**src/design/etmr_pkg.sv**
```systemverilog
`timescale 1ns / 1ps
// Shared widths, reset values, register indexes and scaling constants
// for the echo time median ranger. No dependencies.
package etmr_pkg;

  localparam int unsigned TIME_W   = 64;
  localparam int unsigned ECHO_W   = 20;
  localparam int unsigned MARGIN_W = 16;
  localparam int unsigned DIST_W   = 16;
  localparam int unsigned CFG_IDX_W  = 8;
  localparam int unsigned CFG_DATA_W = 20;
  localparam int unsigned RING_DEPTH = 3;
  localparam int unsigned POS_W      = 2;

  // Echo time to millimetres: delta * 343 / 2000, done as a multiply by
  // ceil(343 * 2^31 / 2000) and a shift by 31. Exact for any 20-bit delta.
  localparam int unsigned MULT_W  = 29;
  localparam int unsigned SHIFT   = 31;
  localparam int unsigned PROD_W  = ECHO_W + MULT_W;
  localparam int unsigned QUOT_W  = PROD_W - SHIFT;
  localparam logic [MULT_W-1:0] MM_MULT = 29'd368293446;

  localparam logic [ECHO_W-1:0]   MAX_ECHO_RST     = 20'd2623;
  localparam logic [MARGIN_W-1:0] STALE_MARGIN_RST = 16'd200;
  localparam logic [DIST_W-1:0]   MIN_DIST_RST     = 16'd30;
  localparam logic [DIST_W-1:0]   MAX_DIST_RST     = 16'd450;

  typedef enum logic [CFG_IDX_W-1:0] {
    REG_MAX_ECHO     = 8'd0,
    REG_STALE_MARGIN = 8'd1,
    REG_MIN_DIST     = 8'd2,
    REG_MAX_DIST     = 8'd3
  } cfg_reg_e;

  typedef logic [DIST_W-1:0] dist_t;

endpackage

```
**src/design/echo_time_median_ranger_top.sv**
```systemverilog
`timescale 1ns / 1ps
// Top level of the echo time median ranger: edge events in, filtered distances out.
// Depends on etmr_pkg and etmr_dist_conv.
//
// Usage:
//   s_axis carries one echo-pin edge per item: tuser[0] is the level after the
//   edge (1 rising, 0 falling), tdata[63:0] the edge time in microseconds.
//   m_axis carries one distance in millimetres per item on tdata[15:0]: the
//   median of the last three kept echoes, clipped to the configured bounds.
//   Rising edges, unmatched or stale falling edges, too-long echoes and the
//   first two kept echoes give no output item.
//   cfg writes one of four registers (index 0..3: max echo time, stale margin,
//   min distance, max distance); other indexes are ignored. cfg_ready_o is
//   always high. Write only while no item is in flight.
// Pipeline and throughput:
//   An accepted item is evaluated from the input register and its result is
//   held in the output register for m_axis. One item per cycle is taken while
//   m_axis is not stalled; the single combinational pass (64-bit compare, one
//   constant multiply, median and clip) sets the clock, not the rate.
// Reset: config returns to its defaults, the held rise and the ring are
//   cleared, so three kept echoes are needed before the first output.
// Stall: a result waiting on m_axis holds; one more item is taken into the
//   input register, then s_axis_tready_o drops until the result is taken.
module echo_time_median_ranger_top (
  input  logic                           clk_i,
  input  logic                           rst_ni,
  input  logic                           s_axis_tvalid_i,
  output logic                           s_axis_tready_o,
  input  logic [63:0]                    s_axis_tdata_i,  // [63:0] edge_time_us
  input  logic [0:0]                     s_axis_tuser_i,  // [0] edge_level
  output logic                           m_axis_tvalid_o,
  input  logic                           m_axis_tready_i,
  output logic [15:0]                    m_axis_tdata_o,  // [15:0] range_mm
  input  logic                           cfg_valid_i,
  output logic                           cfg_ready_o,
  input  logic [etmr_pkg::CFG_IDX_W-1:0] cfg_index_i,
  input  logic [etmr_pkg::CFG_DATA_W-1:0] cfg_data_i
);
  import etmr_pkg::*;

  // configuration
  logic [ECHO_W-1:0]   max_echo_q;
  logic [MARGIN_W-1:0] margin_q;
  dist_t               min_dist_q;
  dist_t               max_dist_q;

  // input register
  logic              in_valid_q;
  logic              in_level_q;
  logic [TIME_W-1:0] in_time_q;

  // ranging state
  logic [TIME_W-1:0] rise_time_q, rise_time_d;
  logic              rise_held_q, rise_held_d;
  dist_t             ring_q [RING_DEPTH];
  dist_t             ring_d [RING_DEPTH];
  logic [POS_W-1:0]  wr_pos_q, wr_pos_d;
  logic [POS_W-1:0]  fill_q, fill_d;

  // output register
  logic  out_valid_q, out_valid_d;
  dist_t out_data_q;

  logic              out_free;
  logic              advance;
  logic              in_accept;
  logic [TIME_W:0]   diff_ext;
  logic [TIME_W-1:0] diff;
  logic              later;
  logic [ECHO_W:0]   stale_lim;
  logic              stale;
  logic              held_eff;
  logic              fall_ok;
  logic              fits;
  logic              keep;
  logic              emit;
  dist_t             conv_mm;
  dist_t             lo, hi, hi_c, med, med_lo, med_clip;

  // handshake: the input register moves on whenever the output register is
  // empty or being emptied in this cycle
  assign out_free        = !out_valid_q || m_axis_tready_i;
  assign advance         = in_valid_q && out_free;
  assign s_axis_tready_o = !in_valid_q || advance;
  assign in_accept       = s_axis_tvalid_i && s_axis_tready_o;
  assign cfg_ready_o     = 1'b1;

  // echo gap; "later" means the edge time is strictly after the held rise
  assign diff_ext = {1'b0, in_time_q} - {1'b0, rise_time_q};
  assign diff     = diff_ext[TIME_W-1:0];
  assign later    = !diff_ext[TIME_W] && (diff != '0);

  // drop a held rise that is older than max echo plus margin
  assign stale_lim = {1'b0, max_echo_q} + {{(ECHO_W + 1 - MARGIN_W){1'b0}}, margin_q};
  assign stale     = rise_held_q && later &&
                     (diff > {{(TIME_W - ECHO_W - 1){1'b0}}, stale_lim});
  assign held_eff  = rise_held_q && !stale;

  assign fall_ok = !in_level_q && held_eff && later;
  assign fits    = (diff[TIME_W-1:ECHO_W] == '0) && (diff[ECHO_W-1:0] <= max_echo_q);
  assign keep    = fall_ok && fits;
  // result only once the ring holds three distances, counting this one
  assign emit    = keep && (fill_q >= POS_W'(RING_DEPTH - 1));

  etmr_dist_conv u_conv (
    .delta_i (diff[ECHO_W-1:0]),
    .dist_o  (conv_mm)
  );

  always_comb begin
    for (int i = 0; i < RING_DEPTH; i++) begin
      ring_d[i] = (keep && (wr_pos_q == POS_W'(i))) ? conv_mm : ring_q[i];
    end
  end

  // median of three on the updated ring, then clip low first, high second
  assign lo       = (ring_d[0] > ring_d[1]) ? ring_d[1] : ring_d[0];
  assign hi       = (ring_d[0] > ring_d[1]) ? ring_d[0] : ring_d[1];
  assign hi_c     = (hi > ring_d[2]) ? ring_d[2] : hi;
  assign med      = (lo > hi_c) ? lo : hi_c;
  assign med_lo   = (med < min_dist_q) ? min_dist_q : med;
  assign med_clip = (med_lo > max_dist_q) ? max_dist_q : med_lo;

  always_comb begin
    rise_time_d = rise_time_q;
    rise_held_d = rise_held_q;
    wr_pos_d    = wr_pos_q;
    fill_d      = fill_q;
    if (in_level_q) begin
      rise_time_d = in_time_q;
      rise_held_d = 1'b1;
    end else begin
      rise_held_d = held_eff && !fall_ok;
    end
    if (keep) begin
      wr_pos_d = (wr_pos_q >= POS_W'(RING_DEPTH - 1)) ? '0 : wr_pos_q + POS_W'(1);
      fill_d   = (fill_q >= POS_W'(RING_DEPTH)) ? fill_q : fill_q + POS_W'(1);
    end
  end

  always_comb begin
    out_valid_d = out_valid_q;
    if (advance) begin
      out_valid_d = emit;
    end else if (m_axis_tready_i) begin
      out_valid_d = 1'b0;
    end
  end

  // control and state
  always_ff @(posedge clk_i or negedge rst_ni) begin
    if (!rst_ni) begin
      in_valid_q  <= 1'b0;
      out_valid_q <= 1'b0;
      rise_time_q <= '0;
      rise_held_q <= 1'b0;
      wr_pos_q    <= '0;
      fill_q      <= '0;
      for (int i = 0; i < RING_DEPTH; i++) begin
        ring_q[i] <= '0;
      end
    end else begin
      out_valid_q <= out_valid_d;
      if (in_accept) begin
        in_valid_q <= 1'b1;
      end else if (advance) begin
        in_valid_q <= 1'b0;
      end
      if (advance) begin
        rise_time_q <= rise_time_d;
        rise_held_q <= rise_held_d;
        wr_pos_q    <= wr_pos_d;
        fill_q      <= fill_d;
        for (int i = 0; i < RING_DEPTH; i++) begin
          ring_q[i] <= ring_d[i];
        end
      end
    end
  end

  // configuration registers
  always_ff @(posedge clk_i or negedge rst_ni) begin
    if (!rst_ni) begin
      max_echo_q <= MAX_ECHO_RST;
      margin_q   <= STALE_MARGIN_RST;
      min_dist_q <= MIN_DIST_RST;
      max_dist_q <= MAX_DIST_RST;
    end else if (cfg_valid_i) begin
      case (cfg_index_i)
        REG_MAX_ECHO:     max_echo_q <= cfg_data_i[ECHO_W-1:0];
        REG_STALE_MARGIN: margin_q   <= cfg_data_i[MARGIN_W-1:0];
        REG_MIN_DIST:     min_dist_q <= cfg_data_i[DIST_W-1:0];
        REG_MAX_DIST:     max_dist_q <= cfg_data_i[DIST_W-1:0];
        default: ;
      endcase
    end
  end

  // payload registers
  always_ff @(posedge clk_i) begin
    if (in_accept) begin
      in_level_q <= s_axis_tuser_i[0];
      in_time_q  <= s_axis_tdata_i;
    end
    if (advance && emit) begin
      out_data_q <= med_clip;
    end
  end

  assign m_axis_tvalid_o = out_valid_q;
  assign m_axis_tdata_o  = out_data_q;

endmodule

```
**src/design/etmr_dist_conv.sv**
```systemverilog
`timescale 1ns / 1ps
// Echo time to distance conversion with saturation to 16 bits.
// Depends on etmr_pkg.
module etmr_dist_conv (
  input  logic [etmr_pkg::ECHO_W-1:0] delta_i,
  output etmr_pkg::dist_t             dist_o
);
  import etmr_pkg::*;

  logic [PROD_W-1:0] prod;
  logic [QUOT_W-1:0] quot;

  assign prod = {{MULT_W{1'b0}}, delta_i} * {{ECHO_W{1'b0}}, MM_MULT};
  assign quot = prod[PROD_W-1:SHIFT];

  // saturate anything that does not fit 16 bits
  assign dist_o = (|quot[QUOT_W-1:DIST_W]) ? {DIST_W{1'b1}} : quot[DIST_W-1:0];

endmodule

```
**config.mk**
```make
export PLATFORM = sky130hd
export DESIGN_NAME = echo_time_median_ranger_top
export DESIGN_NICKNAME = d
export VERILOG_FILES = /design/src/design/etmr_pkg.sv /design/src/design/echo_time_median_ranger_top.sv /design/src/design/etmr_dist_conv.sv
export SDC_FILE = /design/constraint.sdc
export NUM_CORES = 1
export LEC_CHECK = 0
export ABC_AREA = 1
export BUFFER_PORTS_ARGS = -buffer_cell sky130_fd_sc_hd__buf_2
export CAP_MARGIN = 10
export CORE_MARGIN = 5
export CORE_UTILIZATION = 60
export CTS_BUF_LIST = sky130_fd_sc_hd__clkbuf_2 sky130_fd_sc_hd__clkbuf_4 sky130_fd_sc_hd__clkbuf_8
export CTS_CLUSTER_SIZE = 12
export DETAILED_ROUTE_END_ITERATION = 6
export PLACE_DENSITY = 0.87
export SKIP_CTS_REPAIR_TIMING = 1
export SLEW_MARGIN = 20
export SYNTH_ARGS = -nofsm -noshare
export SYNTH_HDL_FRONTEND = slang
export SYNTH_HIERARCHICAL = 1
export SYNTH_SLANG_ARGS = --single-unit
```
**constraint.sdc**
```tcl
create_clock -name clk_i -period 18.88 [get_ports clk_i]
set_input_delay 2.832 -clock clk_i [delete_from_list [all_inputs] [get_ports clk_i]]
set_output_delay 2.832 -clock clk_i [all_outputs]
set_load 0.02 [all_outputs]
```
### Word-level counts from Yosys, hierarchy flattened

Cells that the tools add are included.

| word-level totals | value |
|---|---|
| register bits after elaboration | 268 |
| input port bits | 98 |

| cells by class | value |
|---|---|
| add/subtract/negate cells | 4 |
| multipliers | 1 |
| reductions and logical operators | 38 |
| equal/unequal tests | 5 |
| bitwise logic cells | 1 |
| order comparisons | 10 |
| muxes and demuxes | 16 |

Operators with widths:

| operator | number |
|---|---|
| $mux W16 | 10 |
| $sub A64 B64 Y65 | 1 |
| $gt A16 B16 Y1 | 4 |
| $gt A64 B21 Y1 | 1 |
| $reduce_bool A64 Y1 | 1 |
| $mul A20 B28 Y48 const B | 1 |
| $logic_not A44 Y1 | 1 |
| $add A20 B16 Y21 | 1 |
| $le A20 B20 Y1 | 1 |
| $eq A8 B2 Y1 const B | 2 |
| $logic_and A1 B1 Y1 | 16 |
| $lt A16 B16 Y1 | 1 |
| $reduce_and A2 Y1 | 6 |
| $eq A8 B1 Y1 const B | 1 |
| $logic_not A8 Y1 | 1 |
| $ge A2 B2 Y1 const B | 3 |
| $logic_not A1 Y1 | 6 |
| $mux W1 | 5 |
| $add A2 B1 Y2 const B | 2 |
| $reduce_bool A2 Y1 | 2 |
| $reduce_and A3 Y1 | 1 |
| $eq A2 B1 Y1 const B | 1 |
| $eq A2 B2 Y1 const B | 1 |
| $logic_not A2 Y1 | 1 |
| other kinds (4) | 5 |

### Depth between registers and ports, before layout

Gate-level depths: netlist of the first run.

| depth | value |
|---|---|
| word-level depth | 22 |
| mapped depth | 105 |

### Hierarchy

The synthesis of the first run kept the hierarchy.

By module, submodules not included:

| module | times used | sequential area each (um2) | area each (um2) | cells an instance |
|---|---|---|---|---|
| echo_time_median_ranger_top | 1 | 7,135.6 | 22,098.7 | 3,290 |
| etmr_dist_conv | 1 | 0.0 | 11,185.7 | 1,413 |

### Least setup slack after synthesis of the first run

Ideal clock, no wire load.

| path | value |
|---|---|
| path type | register to register |
| from | register rise_time_q[0] |
| to | register out_data_q[5], in the netlist m_axis_tdata_o[5], data pin |
| path slack | 3.442 ns |
| arrival | 15.184 ns |
| data required time | 18.627 ns |
| stages on the path, launching flop included | 96 |
| library setup time | 0.253 ns |
| path through | dfrtp_1 -> ha_1 -> fa_1 -> inv_1 -> nand3_1 -> nand3_1 -> nand2_1 -> nand2_2 -> nand2_1 -> nand2_2 -> xor2_1 -> inv_1 -> ha_1 -> inv_1 -> ha_1 -> inv_1 -> fa_1 -> inv_1 -> [... 60 more ...] -> buf_2 -> clkbuf_1 -> nand3_1 -> and2_1 -> ha_1 -> inv_1 -> nor2_1 -> nor2_1 -> nor2_1 -> a211oi_1 -> o221ai_1 -> nand2_1 -> o2111ai_1 -> nand2_2 -> inv_1 -> clkbuf_1 -> nand2_1 -> nand2_1 |

RTL lines:

| item | RTL line | text |
|---|---|---|
| from (decl) | echo_time_median_ranger_top.sv:53 | `logic [TIME_W-1:0] rise_time_q, rise_time_d;` |
| from (signal assigned) | echo_time_median_ranger_top.sv:170 | `rise_time_q <= rise_time_d;` |
| to (signal assigned) | echo_time_median_ranger_top.sv:206 | `out_data_q <= med_clip;` |
| to (decl) | echo_time_median_ranger_top.sv:62 | `dist_t out_data_q;` |

==> results of run 1 <==
[how the worst min path moves through the flow]
| stage | cells past startpoint | start | slack, ps | end |
|---|---|---|---|---|
| final | 2 | rise_held_q | 480 | rise_held_q |
| after global routing | 2 | ring_q[2] | 510 | ring_q[2] |
| after CTS | 2 | rise_held_q | 480 | rise_held_q |
| after detailed placement | 2 | rise_held_q | 470 | rise_held_q |
| after global placement | 2 | rise_held_q | 460 | rise_held_q |
| after floorplan | 2 | rise_held_q | 440 | rise_held_q |
[cells by family (layout without fill, tap and decap cells)]
| logic type | count (synthesis) | after routing | share of synthesized area (%) |
|---|---|---|---|
| simple gates | 2168 | 2168 | 27.91 |
| buf+inv | 1110 | 1280 | 12.74 |
| fa+ha+maj | 634 | 634 | 28.89 |
| compound gates | 478 | 478 | 7.857 |
| flops | 268 | 268 | 21.44 |
| xor+xnor | 44 | 44 | 1.158 |
| other cells | 1 | 2 | 0.01127 |
[state kept, by name, indices dropped and copies added, names as in the netlist]
name,count
in_valid_q,1
rise_held_q,1
margin_q,16
fill_q,2
m_axis_tvalid_o,1
in_time_q,64
max_echo_q,20
max_dist_q,16
wr_pos_q,2
ring_q,48
min_dist_q,16
rise_time_q,64
m_axis_tdata_o,16
in_level_q,1
[routing by layer]
metal	routed length, um	vias up	global-route usage (%)
met2	44460	1114	52.57
met1	39520	14100	41.48
met5	0	-	0
met3	7014	244	5.217
met4	4155	0	12.14
li1	-	14812	-
[cell type report]
| cell class | count | area share, % |
|---|---|---|
| antenna | 1 | 0.006983 |
| clock buffer | 65 | 2.305 |
| clock inverter | 16 | 0.5273 |
| inverter | 1048 | 11.02 |
| multi-input combinational | 3325 | 61.23 |
| sequential | 268 | 19.91 |
| tap | 748 | 2.612 |
| timing repair buffer | 150 | 2.364 |
| timing repair inverter | 1 | 0.02095 |
[worst max-delay path, delay by kind of cell, from the launching register on]
family                   cells  cell delay [ps]
buffers and inverters       12             2490
adder cells (fa/ha/maj)     14             5390
AO/OA/AOI/OAI               21             3790
XOR/XNOR                     2              520
AND/OR/NAND/NOR             37             4610
flip-flops                   1              400
[per-stage QoR]
stage	util, %	worst slack (ps)	hold WS [ps]
2_1_floorplan	-	3442	441.9
3_3_place_gp	63.02	994.6	459.8
3_5_place_dp	63.02	701.9	468.4
4_1_cts	64.87	595.9	483.5
5_1_grt	65.16	-6.473	511.5
6_report	65.17	1396	483.2
[Yosys cell counts, types with 11 or more instances]
library cell / number
xor2_1: 28
edfxtp_1: 81
fa_1: 224
nor3_1: 27
ha_1: 410
nand2_1: 1358
and2_1: 22
nand2_4: 16
nor2_1: 319
nand3b_1: 16
dfstp_2: 19
o21ai_2: 15
clkbuf_1: 49
dfrtp_1: 168
a21oi_1: 222
o21ai_0: 179
inv_2: 24
nand2_2: 49
o21bai_1: 15
a211oi_1: 11
inv_1: 1019
xnor2_1: 16
nor2_2: 29
nand3_1: 215
nand4_1: 62
or2_1: 16
==> reports/qor.json, run 1 <==
{
  "timing.fmax": {"value": 57.19, "unit": "MHz"},
  "numCtsBuffers": {"value": 44},
  "max_stage_delay": {"value": 640, "unit": "ps"},
  "cp-startpoint": {"value": "in_time_q[12]"},
  "drv.max_cap_violation_count": {"value": 0},
  "synth_seq_area_share": {"value": 21.44, "unit": "%"},
  "synth_enable_flop_cells": {"value": 81},
  "floorplan.rows": {"value": 86},
  "core-area": {"value": 54990, "unit": "um^2"},
  "post_route_drc": {"value": 0},
  "drt_wl_total": {"value": 95.15, "unit": "mm"},
  "cts_tree": {"value": "done"},
  "cpMostUsedCell": {"value": "nand2_1"},
  "crit-reg2reg-capture": {"value": "m_axis_tdata_o[13]"},
  "cp-start-kind": {"value": "flip-flop"},
  "synthFlopType": {"value": "dfrtp_1"},
  "initial_antenna_violation_count": {"value": 1},
  "crit_path_max_fanout": {"value": 34},
  "tightest_slew": {"value": 1142, "unit": "ps"},
  "worst_slew_margin": {"value": 23.61, "unit": "%"},
  "postSynthRegisterBits": {"value": 268},
  "multiInputGateArea": {"value": 21940, "unit": "um^2"},
  "synthArstFlopShare": {"value": 69.78, "unit": "%"},
  "hp-class": {"value": "reg2reg"},
  "status": {"value": "finished clean"},
  "synth.net_count": {"value": 5435},
  "worst_clock_skew": {"value": 37.77, "unit": "ps"},
  "setup_viol": {"value": 0},
  "cp.required": {"value": 19260, "unit": "ps"},
  "critical_path_top_delay_cell": {"value": "fa_1"},
  "place_congestion": {"value": 1.051},
  "synth.distinct_cells": {"value": 63},
  "port_buffer_count": {"value": 115},
  "synth_top_area_share": {"value": 15.41, "unit": "%"},
  "cts.root.buffer_cell": {"value": "clkbuf_8"},
  "final_antenna_net_count": {"value": 0},
  "detail_route.first_pass.iterations": {"value": 6},
  "clock_latency": {"value": 650, "unit": "ps"},
  "fin_crit_sh": {"value": 92.61, "unit": "%"},
  "mean_instance_size_in_the_synthesized_netlist": {"value": 7.077, "unit": "um^2"},
  "drive_gt1_share": {"value": 8.783, "unit": "%"},
  "ff_latch_area": {"value": 7136, "unit": "um^2"},
  "synth_area_leader_cell": {"value": "ha_1"},
  "yosys-top-cells-area": {"value": "ha_1 15%, nand2_1 15%, fa_1 13%"},
  "synth_cells": {"value": 4703},
  "timing.setup.tns": {"value": 0, "unit": "ps"},
  "vias_in_the_first_global_route": {"value": 29938},
  "arrival": {"value": 17870, "unit": "ps"},
  "grt_overflow_total": {"value": 0},
  "route.vias.total": {"value": 30270},
  "syn-cell-area": {"value": 33280, "unit": "um^2"},
  "detail_route.wl_per_cell": {"value": 16.92, "unit": "um"},
  "floorplan.initialDensity": {"value": 60.53, "unit": "%"},
  "reg2reg_depth": {"value": 86},
  "dpl_cell_area": {"value": 34650, "unit": "um^2"},
  "grt_start_max_net_pins": {"value": 89},
  "instances_no_fill": {"value": 5622},
  "place_hpwl": {"value": 80.13, "unit": "mm"},
  "detail_route.vias_per_cell": {"value": 5.384},
  "most_frequent_cells_in_the_layout": {"value": "1355 x nand2_1, 1013 x inv_1, 410 x ha_1"},
  "most_common_cell_after_layout_fill_and_taps_aside": {"value": "nand2_1"},
  "ios": {"value": 117},
  "final_cell_area": {"value": 35830, "unit": "um^2"},
  "global_route.usage.total": {"value": 31.54, "unit": "%"},
  "r2r_setup_slack": {"value": 1400, "unit": "ps"},
  "final_max_slew_violation_count": {"value": 0},
  "overall_die_area": {"value": 60290, "unit": "um^2"},
  "worstReg2RegStart": {"value": "in_time_q[12]"},
  "yosys_warnings": {"value": 6},
  "criticalPathCategory": {"value": "reg2reg"},
  "die_h": {"value": 245.5, "unit": "um"},
  "clock-sinks": {"value": 268},
  "area_growth": {"value": 7.657, "unit": "%"},
  "grt_first_pass_wirelength": {"value": 152.6, "unit": "mm"},
  "cts_htree_levels": {"value": 2},
  "drt_iter0_markers": {"value": 2472},
  "final_hold_viol_count": {"value": 0},
  "clk_pin_slew": {"value": 70, "unit": "ps"},
  "placed_cells": {"value": 5523},
  "die-width": {"value": 245.5, "unit": "um"},
  "nFillCells": {"value": 4817},
  "layout_min_cycle_time": {"value": 17480, "unit": "ps"},
  "worst_setup_ep": {"value": "m_axis_tdata_o[13]"},
  "clk_path_buf_depth": {"value": 3},
  "layout.nets": {"value": 5570},
  "critPathCaptureType": {"value": "flip-flop"}
}
Power of run 1 is not shown: default switching activity piles up to over one toggle a cycle in this logic, so the estimate is an artifact.
==> run 2, diff against run 1 <==
--- a/config.mk
+++ b/config.mk
@@ -8,11 +8,13 @@
 export ABC_AREA = 1
 export BUFFER_PORTS_ARGS = -buffer_cell sky130_fd_sc_hd__buf_2
 export CAP_MARGIN = 10
+export CORE_ASPECT_RATIO = 0.8
 export CORE_MARGIN = 5
 export CORE_UTILIZATION = 60
 export CTS_BUF_LIST = sky130_fd_sc_hd__clkbuf_2 sky130_fd_sc_hd__clkbuf_4 sky130_fd_sc_hd__clkbuf_8
 export CTS_CLUSTER_SIZE = 12
 export DETAILED_ROUTE_END_ITERATION = 6
+export GPL_ROUTABILITY_DRIVEN = 0
 export PLACE_DENSITY = 0.87
 export SKIP_CTS_REPAIR_TIMING = 1
 export SLEW_MARGIN = 20
==> run 2 against run 1 <==
Compared with the run above: the flow now finishes with violations (DRC); final cell count is 0.21% lower; via count is 3.9% higher; final area increased by 0.13%; core utilization fell by 0.059 points; non-clock buffer count decreased by 12; maximum frequency decreased by 0.76%; critical path depth rose by 1; die area is essentially flat; routed wire length increased by 0.78%; global-route usage fell by 0.21 points; clock skew fell by 7.6 ps; flip-flop and latch count did not move; critical path type unchanged.
==> reports/qor.json, run 2 (synthesized netlist as in run 1, its figures left out) <==
{
  "status": {"value": "finished, violations left"},
  "violations": {"value": "DRC"},
  "area_growth": {"value": 7.800, "unit": "%"},
  "drv.max_cap_violation_count": {"value": 0, "change": "unchanged"},
  "final_max_slew_violation_count": {"value": 0, "change": "unchanged"},
  "critical_path_top_delay_cell": {"value": "xor2_1"},
  "arrival": {"value": 17970, "unit": "ps", "change": "+100 ps"},
  "detail_route.first_pass.iterations": {"value": 7, "change": "+1"},
  "crit_path_max_fanout": {"value": 34, "change": "unchanged"},
  "cts.root.buffer_cell": {"value": "clkbuf_8"},
  "clock_latency": {"value": 620, "unit": "ps", "change": "-30 ps"},
  "most_frequent_cells_in_the_layout": {"value": "1355 x nand2_1, 1014 x inv_1, 410 x ha_1"},
  "drt_wl_total": {"value": 95.89, "unit": "mm", "change": "+0.78%"},
  "vias_in_the_first_global_route": {"value": 30187, "change": "+0.83%"},
  "cts_tree": {"value": "done"},
  "grt_start_max_net_pins": {"value": 130, "change": "+46%"},
  "drt_iter0_markers": {"value": 3547, "change": "+43%"},
  "hp-class": {"value": "reg2reg"},
  "final_hold_viol_count": {"value": 0, "change": "unchanged"},
  "cts_htree_levels": {"value": 2, "change": "unchanged"},
  "post_route_drc": {"value": 37, "change": "+37"},
  "core-area": {"value": 55110, "unit": "um^2", "change": "+0.22%"},
  "clk_path_buf_depth": {"value": 3, "change": "unchanged"},
  "grt_overflow_total": {"value": 0, "change": "unchanged"},
  "layout.nets": {"value": 5557, "change": "-0.23%"},
  "die_h": {"value": 220.7, "unit": "um", "change": "-10%"},
  "ff_latch_area": {"value": 7136, "unit": "um^2", "change": "unchanged"},
  "max_stage_delay": {"value": 940, "unit": "ps", "change": "+300 ps"},
  "nFillCells": {"value": 4582, "change": "-4.9%"},
  "num_antenna_cells": {"value": 0, "change": "-1"},
  "rsz_0062_raised_after_global_routing": {"value": "no"},
  "place_hpwl": {"value": 78.69, "unit": "mm", "change": "-1.8%"},
  "fin_crit_sh": {"value": 93.32, "unit": "%", "change": "+0.71 points"},
  "cp-start-kind": {"value": "flip-flop"},
  "route.vias.total": {"value": 31455, "change": "+3.9%"},
  "criticalPathCategory": {"value": "reg2reg"},
  "timing.fmax": {"value": 56.76, "unit": "MHz", "change": "-0.76%"},
  "multiInputGateArea": {"value": 21950, "unit": "um^2", "change": "about the same"},
  "critPathCaptureType": {"value": "flip-flop"},
  "global_route.usage.total": {"value": 31.33, "unit": "%", "change": "-0.21 points"},
  "overall_die_area": {"value": 60310, "unit": "um^2", "change": "about the same"},
  "floorplan.rows": {"value": 77, "change": "-10%"},
  "most_common_cell_after_layout_fill_and_taps_aside": {"value": "nand2_1"},
  "cpMostUsedCell": {"value": "nand2_1"},
  "largest_registers": {"value": "in_time_q x64, rise_time_q x64, ring_q x48"},
  "port_buffer_count": {"value": 115, "change": "unchanged"},
  "cp.required": {"value": 19230, "unit": "ps", "change": "-30 ps"},
  "ios": {"value": 117, "change": "unchanged"},
  "tightest_slew": {"value": 1187, "unit": "ps", "change": "+44.54 ps"},
  "clock-sinks": {"value": 268, "change": "unchanged"},
  "timing.setup.tns": {"value": 0, "unit": "ps", "change": "unchanged"},
  "setup_viol": {"value": 0, "change": "unchanged"},
  "final_antenna_net_count": {"value": 0, "change": "unchanged"},
  "layout_min_cycle_time": {"value": 17620, "unit": "ps", "change": "+133.7 ps"},
  "initial_antenna_violation_count": {"value": 0, "change": "-1"},
  "clk_pin_slew": {"value": 70, "unit": "ps", "change": "about the same"},
  "die-width": {"value": 273.3, "unit": "um", "change": "+11%"},
  "drive_gt1_share": {"value": 8.539, "unit": "%", "change": "-0.24 points"},
  "worst_clock_skew": {"value": 30.19, "unit": "ps", "change": "-7.585 ps"},
  "worst_slew_margin": {"value": 20.63, "unit": "%", "change": "-3.0 points"},
  "grt_first_pass_wirelength": {"value": 152.9, "unit": "mm", "change": "+0.23%"},
  "numCtsBuffers": {"value": 43, "change": "-2.3%"},
  "detail_route.wl_per_cell": {"value": 17.09, "unit": "um", "change": "+1.0%"},
  "detail_route.vias_per_cell": {"value": 5.607, "change": "+4.1%"},
  "floorplan.initialDensity": {"value": 60.40, "unit": "%", "change": "-0.13 points"}
}
[run 2: cell types whose count changed in the layout (fill, tap and decap cells not counted), sizes merged]
cell,change
clkinvlp,-1
clkbuf,-6
bufinv,+6
buf,-12
diode,-1
[run 2: stage by stage]
stage / hold slack (ps) / utilization, % / instance area (um^2) / worst slack, ps / instances
floorplan: 441.9 / - / 33280 / 3442 / 4703
global placement: 465.5 / 62.86 / 34640 / 1208 / 5523
detailed placement: 474.2 / 62.88 / 34650 / 666.1 / 5523
CTS: 488.6 / 64.92 / 35780 / 541.8 / 5603
global route: 515.4 / 65.11 / 35880 / 21.73 / 5610
finish: 486.7 / 65.11 / 35880 / 1262 / 5610
[run 2: cell type report]
class / count / area share (%)
Timing Repair inverter: 1 / 0.02092
Timing Repair Buffer: 138 / 2.165
Clock inverter: 21 / 0.9903
Clock buffer: 59 / 2.141
Multi-Input combinational cell: 3325 / 61.18
Sequential cell: 268 / 19.89
Tap cell: 750 / 2.615
Inverter: 1048 / 10.99
[run 2: final timing paths]
kind                                          end  slack [ps]          from  depth (start not counted)
worst max register to register  m_axis_tdata_o[9]        1260  in_time_q[0]                         87
worst max-delay path            m_axis_tdata_o[9]        1260  in_time_q[0]                         87
min in group asynchronous              ring_q[44]        2320        rst_ni                          1
max in group asynchronous         rise_time_q[35]       15240        rst_ni                          2
worst min register to register         ring_q[38]         490    ring_q[38]                          2
worst min-delay path                   ring_q[38]         490    ring_q[38]                          2
[run 2: per-layer routing]
layer	vias to the layer above	wire, um	GRT usage (%)
li1	14797	-	-
met1	14434	39140	42.73
met2	1804	40460	48.09
met3	420	11530	8.174
met4	0	4753	12.57
met5	-	0	0
[run 2: worst max-delay path, delay by kind of cell, from the launching register on]
kind | cells | cell delay (ps)
simple gates | 38 | 4480
fa+ha+maj | 15 | 6000
flops | 1 | 330
compound gates | 18 | 2950
buf+inv | 15 | 2650
xor+xnor | 1 | 940
Power of run 2 is left out for the same reason.
